==> config.mk <==
export PLATFORM = sky130hd
export DESIGN_NAME = multi_key_press_event_detector_top
export DESIGN_NICKNAME = d
export VERILOG_FILES = /design/src/hw/rtl/mkd_pkg.sv /design/src/hw/rtl/mkd_cell.sv /design/src/hw/rtl/mkd_out_queue.sv /design/src/hw/rtl/multi_key_press_event_detector_top.sv
export SDC_FILE = /design/constraint.sdc
export NUM_CORES = 2
export LEC_CHECK = 0
export BUFFER_PORTS_ARGS = -buffer_cell sky130_fd_sc_hd__buf_2
export CORE_MARGIN = 5
export CORE_UTILIZATION = 26
export DETAILED_ROUTE_END_ITERATION = 8
export PLACE_DENSITY = 0.41
export SYNTH_ARGS = -nofsm -noshare
export SYNTH_HDL_FRONTEND = slang
export SYNTH_SLANG_ARGS = --single-unit
==> constraint.sdc <==
create_clock -name clock -period 17.3 [get_ports clock]
set_input_delay 4.325 -clock clock [delete_from_list [all_inputs] [get_ports clock]]
set_output_delay 4.325 -clock clock [all_outputs]
set_load 0.005 [all_outputs]
==> src/hw/rtl/mkd_pkg.sv <==
// Shared types, codes and helpers for the multi-key press event detector.
`timescale 1ns / 1ps

package mkd_pkg;

   localparam int NUM_KEYS_DEFAULT    = 5;
   localparam int COUNT_WIDTH_DEFAULT = 16;
   localparam int QUEUE_DEPTH         = 4;
   localparam int REG_WIDTH           = 16;
   localparam int TIME_WIDTH          = 32;
   localparam int TWO_PRESS_BIT       = 15;
   localparam int LAST_ENABLE_BIT     = 14;

   localparam logic [1:0] REG_DEBOUNCE   = 2'd0;
   localparam logic [1:0] REG_LONG_PRESS = 2'd1;
   localparam logic [1:0] REG_REPEAT     = 2'd2;
   localparam logic [1:0] REG_ENABLES    = 2'd3;

   localparam logic [2:0] EV_NONE   = 3'd0;
   localparam logic [2:0] EV_SHORT  = 3'd1;
   localparam logic [2:0] EV_LONG   = 3'd2;
   localparam logic [2:0] EV_REPEAT = 3'd3;
   localparam logic [2:0] EV_TWO    = 3'd4;

   localparam int EN_SHORT  = 0;
   localparam int EN_LONG   = 1;
   localparam int EN_REPEAT = 2;

   typedef enum logic [1:0] {
      PH_OFF    = 2'd0,
      PH_TO_ON  = 2'd1,
      PH_ON     = 2'd2,
      PH_TO_OFF = 2'd3
   } phase_type;

   typedef struct packed {
      logic [REG_WIDTH-1:0] debounce_ms;
      logic [REG_WIDTH-1:0] long_press_ms;
      logic [REG_WIDTH-1:0] repeat_ms;
      logic [REG_WIDTH-1:0] event_enables;
   } cfg_type;

   typedef struct packed {
      logic       active_claimed;
      logic [2:0] active_key;
      logic       partner_claimed;
      logic [2:0] partner_key;
   } claim_type;

   typedef struct packed {
      logic [2:0]  key_index;
      logic [2:0]  event_kind;
      logic [15:0] repeat_count;
      logic [2:0]  partner_key;
   } result_type;

   typedef struct packed {
      logic [1:0] n;
      result_type e0;
      result_type e1;
   } result_list_type;

   function automatic result_list_type res_append(result_list_type l, result_type r);
      result_list_type o;
      o = l;
      if (l.n == 2'd0) begin
         o.e0 = r;
         o.n  = 2'd1;
      end else if (l.n == 2'd1) begin
         o.e1 = r;
         o.n  = 2'd2;
      end
      return o;
   endfunction

   function automatic logic event_enabled(logic [REG_WIDTH-1:0] en, int pos);
      if (pos > LAST_ENABLE_BIT || pos < 0) return 1'b0;
      return en[pos[3:0]];
   endfunction

   // deadline reached when (now - deadline) mod 2^32 is below 2^31
   function automatic logic deadline_reached(logic [TIME_WIDTH-1:0] now,
                                             logic [TIME_WIDTH-1:0] deadline);
      logic [TIME_WIDTH-1:0] diff;
      diff = now - deadline;
      return ~diff[TIME_WIDTH-1];
   endfunction

endpackage

==> src/hw/rtl/mkd_cell.sv <==
// One key's debounce and event cell; claims, count and results pass through it.
`timescale 1ns / 1ps

module mkd_cell
   import mkd_pkg::*;
#(
   parameter int KEY_INDEX   = 0,
   parameter int COUNT_WIDTH = COUNT_WIDTH_DEFAULT
) (
   input  logic                   clock,
   input  logic                   reset,
   input  logic                   step,
   input  logic [TIME_WIDTH-1:0]  now_ms,
   input  logic                   key_on,
   input  cfg_type                cfg,
   input  claim_type              claim_in,
   input  logic [COUNT_WIDTH-1:0] count_in,
   input  result_list_type        res_in,
   output claim_type              claim_out,
   output logic [COUNT_WIDTH-1:0] count_out,
   output result_list_type        res_out,
   output logic                   settled_on
);

   localparam logic [2:0] KEY_ID = 3'(KEY_INDEX);

   phase_type             phase_ff, phase_in;
   logic [TIME_WIDTH-1:0] deadline_ff, deadline_in;
   logic                  may_ff, may_in;

   logic       due, is_active, count_zero;
   logic       short_en, long_en, repeat_en, two_en;
   result_type ev;

   assign due        = deadline_reached(now_ms, deadline_ff);
   assign is_active  = claim_in.active_claimed && (claim_in.active_key == KEY_ID);
   assign count_zero = (count_in == '0);
   assign short_en   = event_enabled(cfg.event_enables, 3 * KEY_INDEX + EN_SHORT);
   assign long_en    = event_enabled(cfg.event_enables, 3 * KEY_INDEX + EN_LONG);
   assign repeat_en  = event_enabled(cfg.event_enables, 3 * KEY_INDEX + EN_REPEAT);
   assign two_en     = cfg.event_enables[TWO_PRESS_BIT];

   always_comb begin
      phase_in    = phase_ff;
      deadline_in = deadline_ff;
      may_in      = may_ff;
      claim_out   = claim_in;
      count_out   = count_in;
      res_out     = res_in;
      ev          = '0;
      ev.key_index = KEY_ID;
      unique case (phase_ff)
         PH_OFF: begin
            if (key_on) begin
               phase_in    = PH_TO_ON;
               deadline_in = now_ms + TIME_WIDTH'(cfg.debounce_ms);
            end
         end
         PH_TO_ON: begin
            if (due) begin
               if (key_on) begin
                  phase_in    = PH_ON;
                  deadline_in = now_ms + TIME_WIDTH'(cfg.long_press_ms);
                  if (!claim_in.active_claimed) begin
                     claim_out.active_claimed = 1'b1;
                     claim_out.active_key     = KEY_ID;
                  end else if (!claim_in.partner_claimed) begin
                     claim_out.partner_claimed = 1'b1;
                     claim_out.partner_key     = KEY_ID;
                  end
                  may_in = claim_out.active_claimed && (claim_out.active_key == KEY_ID);
               end else begin
                  phase_in = PH_OFF;
               end
            end
         end
         PH_ON: begin
            if (!key_on) begin
               phase_in    = PH_TO_OFF;
               deadline_in = now_ms + TIME_WIDTH'(cfg.debounce_ms);
            end else if (due) begin
               deadline_in = now_ms + TIME_WIDTH'(cfg.repeat_ms);
               if (may_ff) begin
                  if (long_en && count_zero) begin
                     ev.event_kind = EV_LONG;
                     res_out = res_append(res_out, ev);
                  end
                  if (repeat_en) begin
                     ev.event_kind   = EV_REPEAT;
                     ev.repeat_count = 16'(count_in);
                     res_out = res_append(res_out, ev);
                  end
                  count_out = COUNT_WIDTH'(count_in + 1'b1);
               end
            end else if (may_ff && claim_in.partner_claimed && count_zero && two_en) begin
               ev.event_kind  = EV_TWO;
               ev.partner_key = claim_in.partner_key;
               res_out = res_append(res_out, ev);
               may_in  = 1'b0;
            end
         end
         PH_TO_OFF: begin
            if (due) begin
               if (!key_on) begin
                  phase_in = PH_OFF;
                  if (may_ff && short_en && count_zero) begin
                     ev.event_kind = EV_SHORT;
                     res_out = res_append(res_out, ev);
                  end
                  if (is_active) begin
                     count_out = '0;
                     claim_out = '0;
                  end
               end else begin
                  phase_in = PH_ON;
               end
            end
         end
         default: phase_in = PH_OFF;
      endcase
   end

   assign settled_on = (phase_in == PH_ON);

   always_ff @(posedge clock) begin
      if (reset) begin
         phase_ff    <= PH_OFF;
         deadline_ff <= '0;
         may_ff      <= 1'b0;
      end else if (step) begin
         phase_ff    <= phase_in;
         deadline_ff <= deadline_in;
         may_ff      <= may_in;
      end
   end

endmodule

==> src/hw/rtl/mkd_out_queue.sv <==
// Result queue: takes one or two entries per request, hands out one per cycle while out_ready is high.
`timescale 1ns / 1ps

module mkd_out_queue
   import mkd_pkg::*;
#(
   parameter int DEPTH   = QUEUE_DEPTH,
   parameter int ENTRY_W = 32
) (
   input  logic               clock,
   input  logic               reset,
   input  logic [1:0]         push_n,
   input  logic [ENTRY_W-1:0] push_e0,
   input  logic [ENTRY_W-1:0] push_e1,
   output logic               space_ok,
   output logic               out_valid,
   input  logic               out_ready,
   output logic [ENTRY_W-1:0] out_entry
);

   localparam int PTR_W = $clog2(DEPTH);
   localparam int CNT_W = $clog2(DEPTH + 1);

   logic [ENTRY_W-1:0] mem_ff [DEPTH];
   logic [PTR_W-1:0]   wr_ptr_ff, wr_ptr_in, rd_ptr_ff, rd_ptr_in;
   logic [CNT_W-1:0]   count_ff, count_in;
   logic               pop;

   assign pop       = out_valid && out_ready;
   assign out_valid = (count_ff != '0);
   assign out_entry = mem_ff[rd_ptr_ff];
   assign space_ok  = (count_ff <= CNT_W'(DEPTH - 2));

   always_comb begin
      wr_ptr_in = wr_ptr_ff + PTR_W'(push_n);
      rd_ptr_in = rd_ptr_ff + PTR_W'(pop);
      count_in  = count_ff + CNT_W'(push_n) - CNT_W'(pop);
   end

   always_ff @(posedge clock) begin
      if (push_n != 2'd0) mem_ff[wr_ptr_ff] <= push_e0;
      if (push_n == 2'd2) mem_ff[PTR_W'(wr_ptr_ff + 1'b1)] <= push_e1;
   end

   always_ff @(posedge clock) begin
      if (reset) begin
         wr_ptr_ff <= '0;
         rd_ptr_ff <= '0;
         count_ff  <= '0;
      end else begin
         wr_ptr_ff <= wr_ptr_in;
         rd_ptr_ff <= rd_ptr_in;
         count_ff  <= count_in;
      end
   end

   a_count_bound: assert property (@(posedge clock) disable iff (reset)
      count_ff <= CNT_W'(DEPTH))
      else $error("result queue overfilled");

   a_push_shows: assert property (@(posedge clock) disable iff (reset)
      (push_n != 2'd0) |=> out_valid)
      else $error("pushed result not presented");

   a_push_space: assert property (@(posedge clock) disable iff (reset)
      (push_n != 2'd0) |-> space_ok)
      else $error("push without room");

endmodule

==> src/hw/rtl/multi_key_press_event_detector_top.sv <==
// Top level of the multi-key press event detector: config, key cell chain, result queue.
//
// Usage:
//   req channel: one request per sample. req_tdata holds now_ms (bits 31:0) and
//   key_bits above it (MSB = left key, LSB = select key).
//   rsp channel: one or two results per sample; rsp_tlast marks the last one.
//   rsp_tuser carries event_kind, rsp_tdata the other result fields.
//   csr port: single-cycle writes of debounce, long press, repeat and enables.
// Timing:
//   All key cells are chained combinationally, so a sample is taken every
//   cycle while the four-entry result queue has room for two results.
//   Results are registered in the result queue before they appear on rsp.
//   The results of a sample causing two are handed out one at a time on the
//   single rsp port, so a run of such samples is throttled by that port.
// Reset: all keys off, claims and count cleared, registers at their defaults,
//   queue empty. When rsp stalls, results wait in the queue and req_tready
//   drops once fewer than two entries are free.
`timescale 1ns / 1ps

module multi_key_press_event_detector_top
   import mkd_pkg::*;
#(
   parameter int NUM_KEYS    = NUM_KEYS_DEFAULT,
   parameter int COUNT_WIDTH = COUNT_WIDTH_DEFAULT
) (
   input  logic                   clock,
   input  logic                   reset,
   input  logic                   req_tvalid,
   output logic                   req_tready,
   // fields from bit 0: now_ms[31:0], key_bits[NUM_KEYS-1:0], zero fill
   input  logic [((TIME_WIDTH+NUM_KEYS+7)/8)*8-1:0] req_tdata,
   output logic                   rsp_tvalid,
   input  logic                   rsp_tready,
   // fields from bit 0: key_index[2:0], repeat_count[15:0], partner_key[2:0],
   // pressed_mask[NUM_KEYS-1:0], zero fill
   output logic [((22+NUM_KEYS+7)/8)*8-1:0] rsp_tdata,
   // fields from bit 0: event_kind[2:0]
   output logic [2:0]             rsp_tuser,
   output logic                   rsp_tlast,
   input  logic                   csr_we,
   input  logic [1:0]             csr_index,
   input  logic [REG_WIDTH-1:0]   csr_wdata
);

   localparam int RSP_W   = ((22 + NUM_KEYS + 7) / 8) * 8;
   localparam int FIELD_W = 22 + NUM_KEYS;
   localparam int ENTRY_W = FIELD_W + 3 + 1;

   cfg_type                cfg_ff;
   claim_type              claim_ff;
   logic [COUNT_WIDTH-1:0] count_ff;

   claim_type              claim_chain [NUM_KEYS+1];
   logic [COUNT_WIDTH-1:0] count_chain [NUM_KEYS+1];
   result_list_type        res_chain   [NUM_KEYS+1];

   logic [TIME_WIDTH-1:0]  now_ms;
   logic [NUM_KEYS-1:0]    key_bits, pressed_mask;
   logic                   step;
   result_list_type        res_final;
   result_type             r0, r1;
   logic [1:0]             push_n;
   logic [ENTRY_W-1:0]     push_e0, push_e1, out_entry;
   logic [FIELD_W-1:0]     out_fields;

   assign now_ms   = req_tdata[TIME_WIDTH-1:0];
   assign key_bits = req_tdata[TIME_WIDTH +: NUM_KEYS];
   assign step     = req_tvalid && req_tready;

   assign claim_chain[0] = claim_ff;
   assign count_chain[0] = count_ff;
   assign res_chain[0]   = '0;

   for (genvar k = 0; k < NUM_KEYS; k++) begin : g_cell
      mkd_cell #(
         .KEY_INDEX   (k),
         .COUNT_WIDTH (COUNT_WIDTH)
      ) u_cell (
         .clock      (clock),
         .reset      (reset),
         .step       (step),
         .now_ms     (now_ms),
         .key_on     (key_bits[NUM_KEYS-1-k]),
         .cfg        (cfg_ff),
         .claim_in   (claim_chain[k]),
         .count_in   (count_chain[k]),
         .res_in     (res_chain[k]),
         .claim_out  (claim_chain[k+1]),
         .count_out  (count_chain[k+1]),
         .res_out    (res_chain[k+1]),
         .settled_on (pressed_mask[NUM_KEYS-1-k])
      );
   end

   assign res_final = res_chain[NUM_KEYS];

   always_comb begin
      r0 = res_final.e0;
      r1 = res_final.e1;
      if (res_final.n == 2'd0) begin
         r0     = '0;
         push_n = 2'd1;
      end else begin
         push_n = res_final.n;
      end
      if (!step) push_n = 2'd0;
      push_e0 = {(push_n == 2'd1), r0.event_kind, pressed_mask,
                 r0.partner_key, r0.repeat_count, r0.key_index};
      push_e1 = {1'b1, r1.event_kind, pressed_mask,
                 r1.partner_key, r1.repeat_count, r1.key_index};
   end

   mkd_out_queue #(
      .DEPTH   (QUEUE_DEPTH),
      .ENTRY_W (ENTRY_W)
   ) u_queue (
      .clock     (clock),
      .reset     (reset),
      .push_n    (push_n),
      .push_e0   (push_e0),
      .push_e1   (push_e1),
      .space_ok  (req_tready),
      .out_valid (rsp_tvalid),
      .out_ready (rsp_tready),
      .out_entry (out_entry)
   );

   assign out_fields = out_entry[FIELD_W-1:0];
   assign rsp_tuser  = out_entry[FIELD_W +: 3];
   assign rsp_tlast  = out_entry[ENTRY_W-1];
   assign rsp_tdata  = RSP_W'(out_fields);

   always_ff @(posedge clock) begin
      if (reset) begin
         cfg_ff.debounce_ms   <= 16'd50;
         cfg_ff.long_press_ms <= 16'd1000;
         cfg_ff.repeat_ms     <= 16'd250;
         cfg_ff.event_enables <= 16'd0;
      end else if (csr_we) begin
         unique case (csr_index)
            REG_DEBOUNCE:   cfg_ff.debounce_ms   <= csr_wdata;
            REG_LONG_PRESS: cfg_ff.long_press_ms <= csr_wdata;
            REG_REPEAT:     cfg_ff.repeat_ms     <= csr_wdata;
            REG_ENABLES:    cfg_ff.event_enables <= csr_wdata;
            default:        cfg_ff <= cfg_ff;
         endcase
      end
   end

   always_ff @(posedge clock) begin
      if (reset) begin
         claim_ff <= '0;
         count_ff <= '0;
      end else if (step) begin
         claim_ff <= claim_chain[NUM_KEYS];
         count_ff <= count_chain[NUM_KEYS];
      end
   end

   a_partner_needs_active: assert property (@(posedge clock) disable iff (reset)
      claim_ff.partner_claimed |-> claim_ff.active_claimed)
      else $error("partner claimed without active key");

   a_distinct_claims: assert property (@(posedge clock) disable iff (reset)
      claim_ff.partner_claimed |-> (claim_ff.partner_key != claim_ff.active_key))
      else $error("partner equals active key");

   a_state_holds: assert property (@(posedge clock) disable iff (reset)
      !step |=> ($stable(claim_ff) && $stable(count_ff)))
      else $error("shared state changed without request");

endmodule
**After elaboration in Yosys (flattened, before gate mapping)**

Memory sizes are Yosys's and may differ from the RTL's. A register that Yosys moved wholly into a read port is not among the register bits.
Index checks and enable logic that the tools add are counted.

- Add/sub/neg operators: 18
- Magnitude comparators: 1
- Eq/ne operators: 77
- Muxes and demuxes: 327
- Reduce and logical (&&, ||, !) cells: 96

Operator list:

| operator | count |
|---|---|
| 2-to-1 mux 52 bit | 62 |
| 2-to-1 mux 25 bit | 52 |
| 2-to-1 mux 32 bit | 25 |
| one-hot mux 52 bit (2 select lines) | 5 |
| 2-to-1 mux 16 bit | 30 |
| one-hot mux 32 bit (3 select lines) | 5 |
| 2-to-1 mux 8 bit | 25 |
| one-hot mux 16 bit (2 select lines) | 5 |
| subtractor 32 bit | 5 |
| 2-to-1 mux 51 bit | 3 |
| adder 32 x 16 -> 32 bit | 3 |
| 2-to-1 mux 2 bit | 41 |
| adder 16 x 1 -> 16 bit (second input constant) | 5 |
| zero test 16 bit | 5 |
| 2-to-1 mux 4 bit | 20 |
| one-hot mux 8 bit (2 select lines) | 5 |
| logical AND 1 bit | 42 |
| inequality test 2 bit (second input constant) | 20 |
| == test 2 bit (second input constant) | 18 |
| AND reduction 7 bit | 5 |
| == test 2 x 1 -> 1 bit (second input constant) | 16 |
| zero test 2 bit | 16 |
| 2-to-1 mux 3 bit | 10 |
| one-hot mux 2 bit (3 select lines) | 5 |
| 19 further kinds | 91 |

- Bits in registers: 270
- RAM bits: 124
- Input port bits: 63
- Output and inout bits: 38
- Logic and storage cells: 547
- Memories kept: 1

Memories:

| memory | depth | bits a word | rd ports | clocked after Yosys merged registers in | write ports | RTL line | text |
|---|---|---|---|---|---|---|---|
| u_queue.mem_ff | 4 | 31 | 1 | 1 | 2 | mkd_out_queue.sv:24 | `logic [ENTRY_W-1:0] mem_ff [DEPTH];` |

**Depth between registers and ports, before layout**

- Word-level depth: 85
- Mapped depth: 69

**Cells and area by module**

Synthesis repeated with hierarchy kept, for this count alone.

- Cells, all modules: 6284
- Area, all modules: 49228.5 um^2

By module, submodules not included:

| module | times used | cells an instance | area an instance (um^2) | sequential area each (um^2) |
|---|---|---|---|---|
| mkd_cell at g_cell[0].u_cell | 1 | 1145 | 7985.2 | 700.7 |
| mkd_cell at g_cell[4].u_cell | 1 | 1105 | 7925.1 | 700.7 |
| mkd_cell at g_cell[1].u_cell | 1 | 1120 | 7729.9 | 700.7 |
| mkd_cell at g_cell[3].u_cell | 1 | 1094 | 7699.9 | 700.7 |
| mkd_cell at g_cell[2].u_cell | 1 | 1080 | 7604.8 | 700.7 |
| mkd_out_queue | 1 | 347 | 6448.7 | 3863.7 |
| multi_key_press_event_detector_top | 1 | 393 | 3834.9 | 1761.7 |

**Least setup slack after synthesis**

OpenSTA, ideal clock, no wires.

- Kind: input-to-reg
- From: input req_tdata[26]
- To: memory u_queue.mem_ff[0][0] (netlist bit) (enable)
- Arrival: 14.900 ns
- Required time: 16.913 ns
- Setup slack: 2.012 ns
- Cell stages on the path: 61
- Cell sequence: ha_1 nand4_1 nor4_4 a221oi_1 nand2_1 buf_4 a211oi_2 buf_4 o21ai_1 buf_2 o21ai_1 nand2_1 inv_1 ha_1 and2_1 nor4b_1 and4_1 buf_1 [25 not listed] a22oi_1 o21ai_0 nand2_1 inv_1 ha_1 clkbuf_1 nand2_1 o21ai_0 ha_1 nand3_1 nand2_1 a31oi_1 o32ai_4 a211oi_2 buf_6 nand2_4 buf_4 nand2_1

RTL lines:

| item | RTL line | text |
|---|---|---|
| from (decl) | multi_key_press_event_detector_top.sv:31 | `input logic [((TIME_WIDTH+NUM_KEYS+7)/8)*8-1:0] req_tdata,` |
| to (decl) | mkd_out_queue.sv:24 |  |

**Worst setup path after layout**

- From: input req_tdata[2]
- To: register u_queue.count_ff[2]

- Cells in the longest elaborated chain, start to end: 73
- Elaborated cells between the ends (all ways): 192

Ends and longest elaborated chain:

| item | RTL line | text |
|---|---|---|
| subtractor 32 bit | mkd_pkg.sv:85 | `diff = now - deadline;` |
| 2-to-1 mux 52 bit | mkd_cell.sv:81 | `end else if (due) begin` |
| 2-to-1 mux 52 bit | mkd_cell.sv:78 | `if (!key_on) begin` |
| one-hot mux 52 bit (2 select lines) | mkd_cell.sv:52 | `unique case (phase_ff)` |
| == test 2 x 1 -> 1 bit | mkd_pkg.sv:69 | `end else if (l.n == 2'd1) begin` |
| 2-to-1 mux 2 bit | mkd_pkg.sv:69 |  |
| 2-to-1 mux 2 bit | mkd_pkg.sv:66 | `if (l.n == 2'd0) begin` |
| 2-to-1 mux 52 bit | mkd_cell.sv:84 | `if (long_en && count_zero) begin` |
| [57 not listed] | -- |  |
| 2-to-1 mux 52 bit | mkd_cell.sv:81 |  |
| 2-to-1 mux 52 bit | mkd_cell.sv:78 |  |
| one-hot mux 52 bit (2 select lines) (*) | mkd_cell.sv:52 |  |
| zero test 2 bit | multi_key_press_event_detector_top.sv:100 | `if (res_final.n == 2'd0) begin` |
| 2-to-1 mux 2 bit (*) | multi_key_press_event_detector_top.sv:100 |  |
| 2-to-1 mux 2 bit (*) | multi_key_press_event_detector_top.sv:106 | `if (!step) push_n = 2'd0;` |
| adder 3 x 2 -> 3 bit (*) | mkd_out_queue.sv:37 | `count_in = count_ff + CNT_W'(push_n) - CNT_W'(pop);` |
| subtractor 3 x 1 -> 3 bit (*) | mkd_out_queue.sv:37 |  |
| to (signal assigned) | mkd_out_queue.sv:53 | `count_ff <= count_in;` |
| to (decl) | mkd_out_queue.sv:26 | `logic [CNT_W-1:0] count_ff, count_in;` |

Mark *: on every way between the ends. The rest lies on a longest branch, timed or not. The select of a mux whose other input is x is not followed.
A chain may end at the register's enable or synchronous reset.

==> results.sh <==
export IMPL_std_cell_rows=135
export IMPL_synth_area_um2=35600
export IMPL_outcome="finished clean"
export IMPL_yosys_top_cells_count="nor2_1, a21oi_1, nand2_1"
export IMPL_power_per_cell_area_nw_per_um2=98.1
export IMPL_relSlewSlack_pct=10.2
export IMPL_async_reset_ff_share_pct=0
export IMPL_grt_usage_pct=21.0
export IMPL_insertion_delay_ps=660
export IMPL_dieHeight_um=380
export IMPL_wire_per_inst_um=24.3
export IMPL_max_cap_violations=0
export IMPL_antenna_found_initial=6
export IMPL_syn_area_per_cell_um2=7.59
export IMPL_dieArea_um2=144000
export IMPL_cpPeakStageDelay_ps=850
export IMPL_dr_pass1_iters=5
export IMPL_cp_start_kind="input pin"
export IMPL_setup_viol=0
export IMPL_holdWs_ps=444
export IMPL_htreeDepth=2
export IMPL_area_growth_pct=14.1
export IMPL_nFillCells=14857
export IMPL_worst_setup_path_type="in -> reg"
export IMPL_core_area_um2=136000
export IMPL_die_width_um=380
export IMPL_yosysWarningCount=0
export IMPL_grt_max_degree=123
export IMPL_vdd_drop_max_v=0.0000871
export IMPL_critPathArrivalTime_ps=16390
export IMPL_drive_gt1_share_pct=11.1
export IMPL_cts_setup_buffers=0
export IMPL_synth_top_cell_by_area="dfxtp_1"
export IMPL_finalHoldViolCount=0
export IMPL_skew_ps=37.2
export IMPL_wl_um=159000
export IMPL_cpMaxStageDelayCell="o41ai_4"
export IMPL_cts_tree="yes"
export IMPL_dr_total_vias=36928
export IMPL_fmaxAchievable_ghz=0.0629
export IMPL_yosysTopAreaCellShare_pct=15.4
export IMPL_synth_area_top_cells="dfxtp_1, edfxtp_1, ha_1"
export IMPL_clock_tree_root_cell="clkbuf_16"
export IMPL_path_clk_slew_ps=60
export IMPL_synth_edff_count=120
export IMPL_cts_path_max_buffers=3
export IMPL_synth_seq_cells=394
export IMPL_initial_core_util_pct=26.2
export IMPL_required_ps=17790
export IMPL_remaining_drc_errors=0
export IMPL_placement_cell_area_um2=38800
export IMPL_io_buffers=92
export IMPL_cpMostUsedCell="ha_1"
export IMPL_fin_nets=5054
export IMPL_synth_most_common_cell="nor2_1"
export IMPL_multi_input_area_um2=24200
export IMPL_io_pins=101
export IMPL_antenna_left=0
export IMPL_synthCells=4691
export IMPL_place_hpwl_um=116000
export IMPL_initialDrtViolationCount=3509
export IMPL_cts_buffers=53
export IMPL_regArea_um2=9090
export IMPL_fin_area_um2=40600
export IMPL_post_route_period_util_pct=91.9
export IMPL_setup_tns_ps=0
export IMPL_drt_vias_per_instance=5.64
export IMPL_p_leak_nw=14.7
export IMPL_place_gp_congestion=0.901
export IMPL_period_needed_ps=15890
export IMPL_ys_flop_type="dfxtp_1"
export IMPL_endpoint_kind="flop"
export IMPL_ctsResizeCount=0
export IMPL_crit_path_max_fanout=18
export IMPL_gr_total_overflow=0
export IMPL_synth_distinct_cells=117
export IMPL_grt_pass1_wl_um=233000
export IMPL_tightest_slew_ps=1350
export IMPL_grt_pass1_vias=34769
export IMPL_holdBufCountCts=0
export IMPL_cts_sinks=394
export IMPL_rsz0062_at_grt="false"
export IMPL_ys_seq_area_share_pct=25.5
export IMPL_slew_viol_final=0
export IMPL_holdCritPathClass="reg -> reg"
==> worst paths after layout <==
path | startpoint | end | slack, ps | depth (start not counted)
worst max-delay path | req_tdata[2] | u_queue.count_ff[2] | 1410 | 56
worst min register to register | u_queue.mem_ff[3][30] | u_queue.mem_ff[3][30] | 440 | 2
worst max register to register | g_cell[0].u_cell.deadline_ff[2] | u_queue.count_ff[2] | 4860 | 56
worst min-delay path | u_queue.mem_ff[3][30] | u_queue.mem_ff[3][30] | 440 | 2
==> state kept, by name, indices dropped and copies added, names as in the netlist <==
name / cells
u_queue.wr_ptr_ff: 2
u_queue.mem_ff: 124
u_queue.rd_ptr_ff: 2
g_cell.u_cell.may_ff: 5
u_queue.count_ff: 3
g_cell.u_cell.deadline_ff: 160
count_ff: 16
claim_chain: 8
cfg_ff: 64
g_cell.u_cell.phase_ff: 10
==> through the flow <==
stage                     utilization, %  power [mW]  setup slack (ps)  instances
after global placement              28.6        2.84               824       6449
after floorplan                        -        2.23              2010       4695
after detailed placement            28.6        2.84               791       6449
after global routing                29.9        4.22               455       6544
after CTS                           29.9        4.01              1440       6544
final                               29.9        3.98              1410       6545
==> critical path: cells and delay by family <==
| family | cells | cell delay [ps] |
|---|---|---|
| and+or+nand+nor | 16 | 2580 |
| buffers and inverters | 8 | 1140 |
| muxes | 1 | 300 |
| AOI/OAI and AO/OA | 19 | 5070 |
| adders and majority gates | 10 | 2640 |
| xor gates and xnor gates | 2 | 320 |
==> area by class of cell <==
class,count,share of cell area (%)
Antenna cell,1,0.00616
Clock buffer,73,3.73
Clock inverter,22,0.641
Inverter,269,2.49
Multi-Input combinational cell,3695,59.6
Sequential cell,394,22.4
Tap cell,1781,5.49
Timing Repair Buffer,310,5.65
==> placed cells by master (no fill, tap or decap), drive strengths merged, types with 58 or more instances in the layout <==
cell | synthesis | final
a211oi | 171 | 171
a21o | 58 | 58
a21oi | 464 | 464
a22o | 124 | 124
a22oi | 106 | 106
buf | 75 | 310
clkbuf | 262 | 73
dfxtp | 274 | 274
edfxtp | 120 | 120
ha | 264 | 264
inv | 268 | 271
nand2 | 462 | 462
nand3 | 85 | 85
nand4 | 63 | 63
nor2 | 538 | 538
nor3 | 105 | 105
o21ai | 241 | 241
o22ai | 122 | 122
xnor2 | 99 | 99
==> kinds of logic (layout without fill, tap and decap cells) <==
group / count (synthesis) / count (layout) / share of synthesized area (%)
other: 1 / 6 / 0.0105
adders and majority gates: 268 / 268 / 9.50
buffers and inverters: 606 / 674 / 6.80
and+or+nand+nor: 1583 / 1583 / 21.0
xor gates and xnor gates: 136 / 136 / 3.35
DFF: 394 / 394 / 25.5
AOI/OAI and AO/OA: 1658 / 1658 / 31.5
muxes: 45 / 45 / 2.37
==> routing by layer <==
layer,global-route usage (%),share of wire [%],vias to the layer above
li1,-,-,17460
met1,28.9,46,18041
met2,34.5,46,1224
met3,2.47,5.4,201
met4,6.19,3.1,2
met5,0,0.0082,-
==> power breakdown <==
part	switching, mW	leakage, nW	internal, mW
logic	1.09	10.3	0.562
clock network	0.480	0.867	0.673
registers	0.0946	3.53	1.08
total	1.67	14.7	2.32
(Power assumes the default switching activity.)
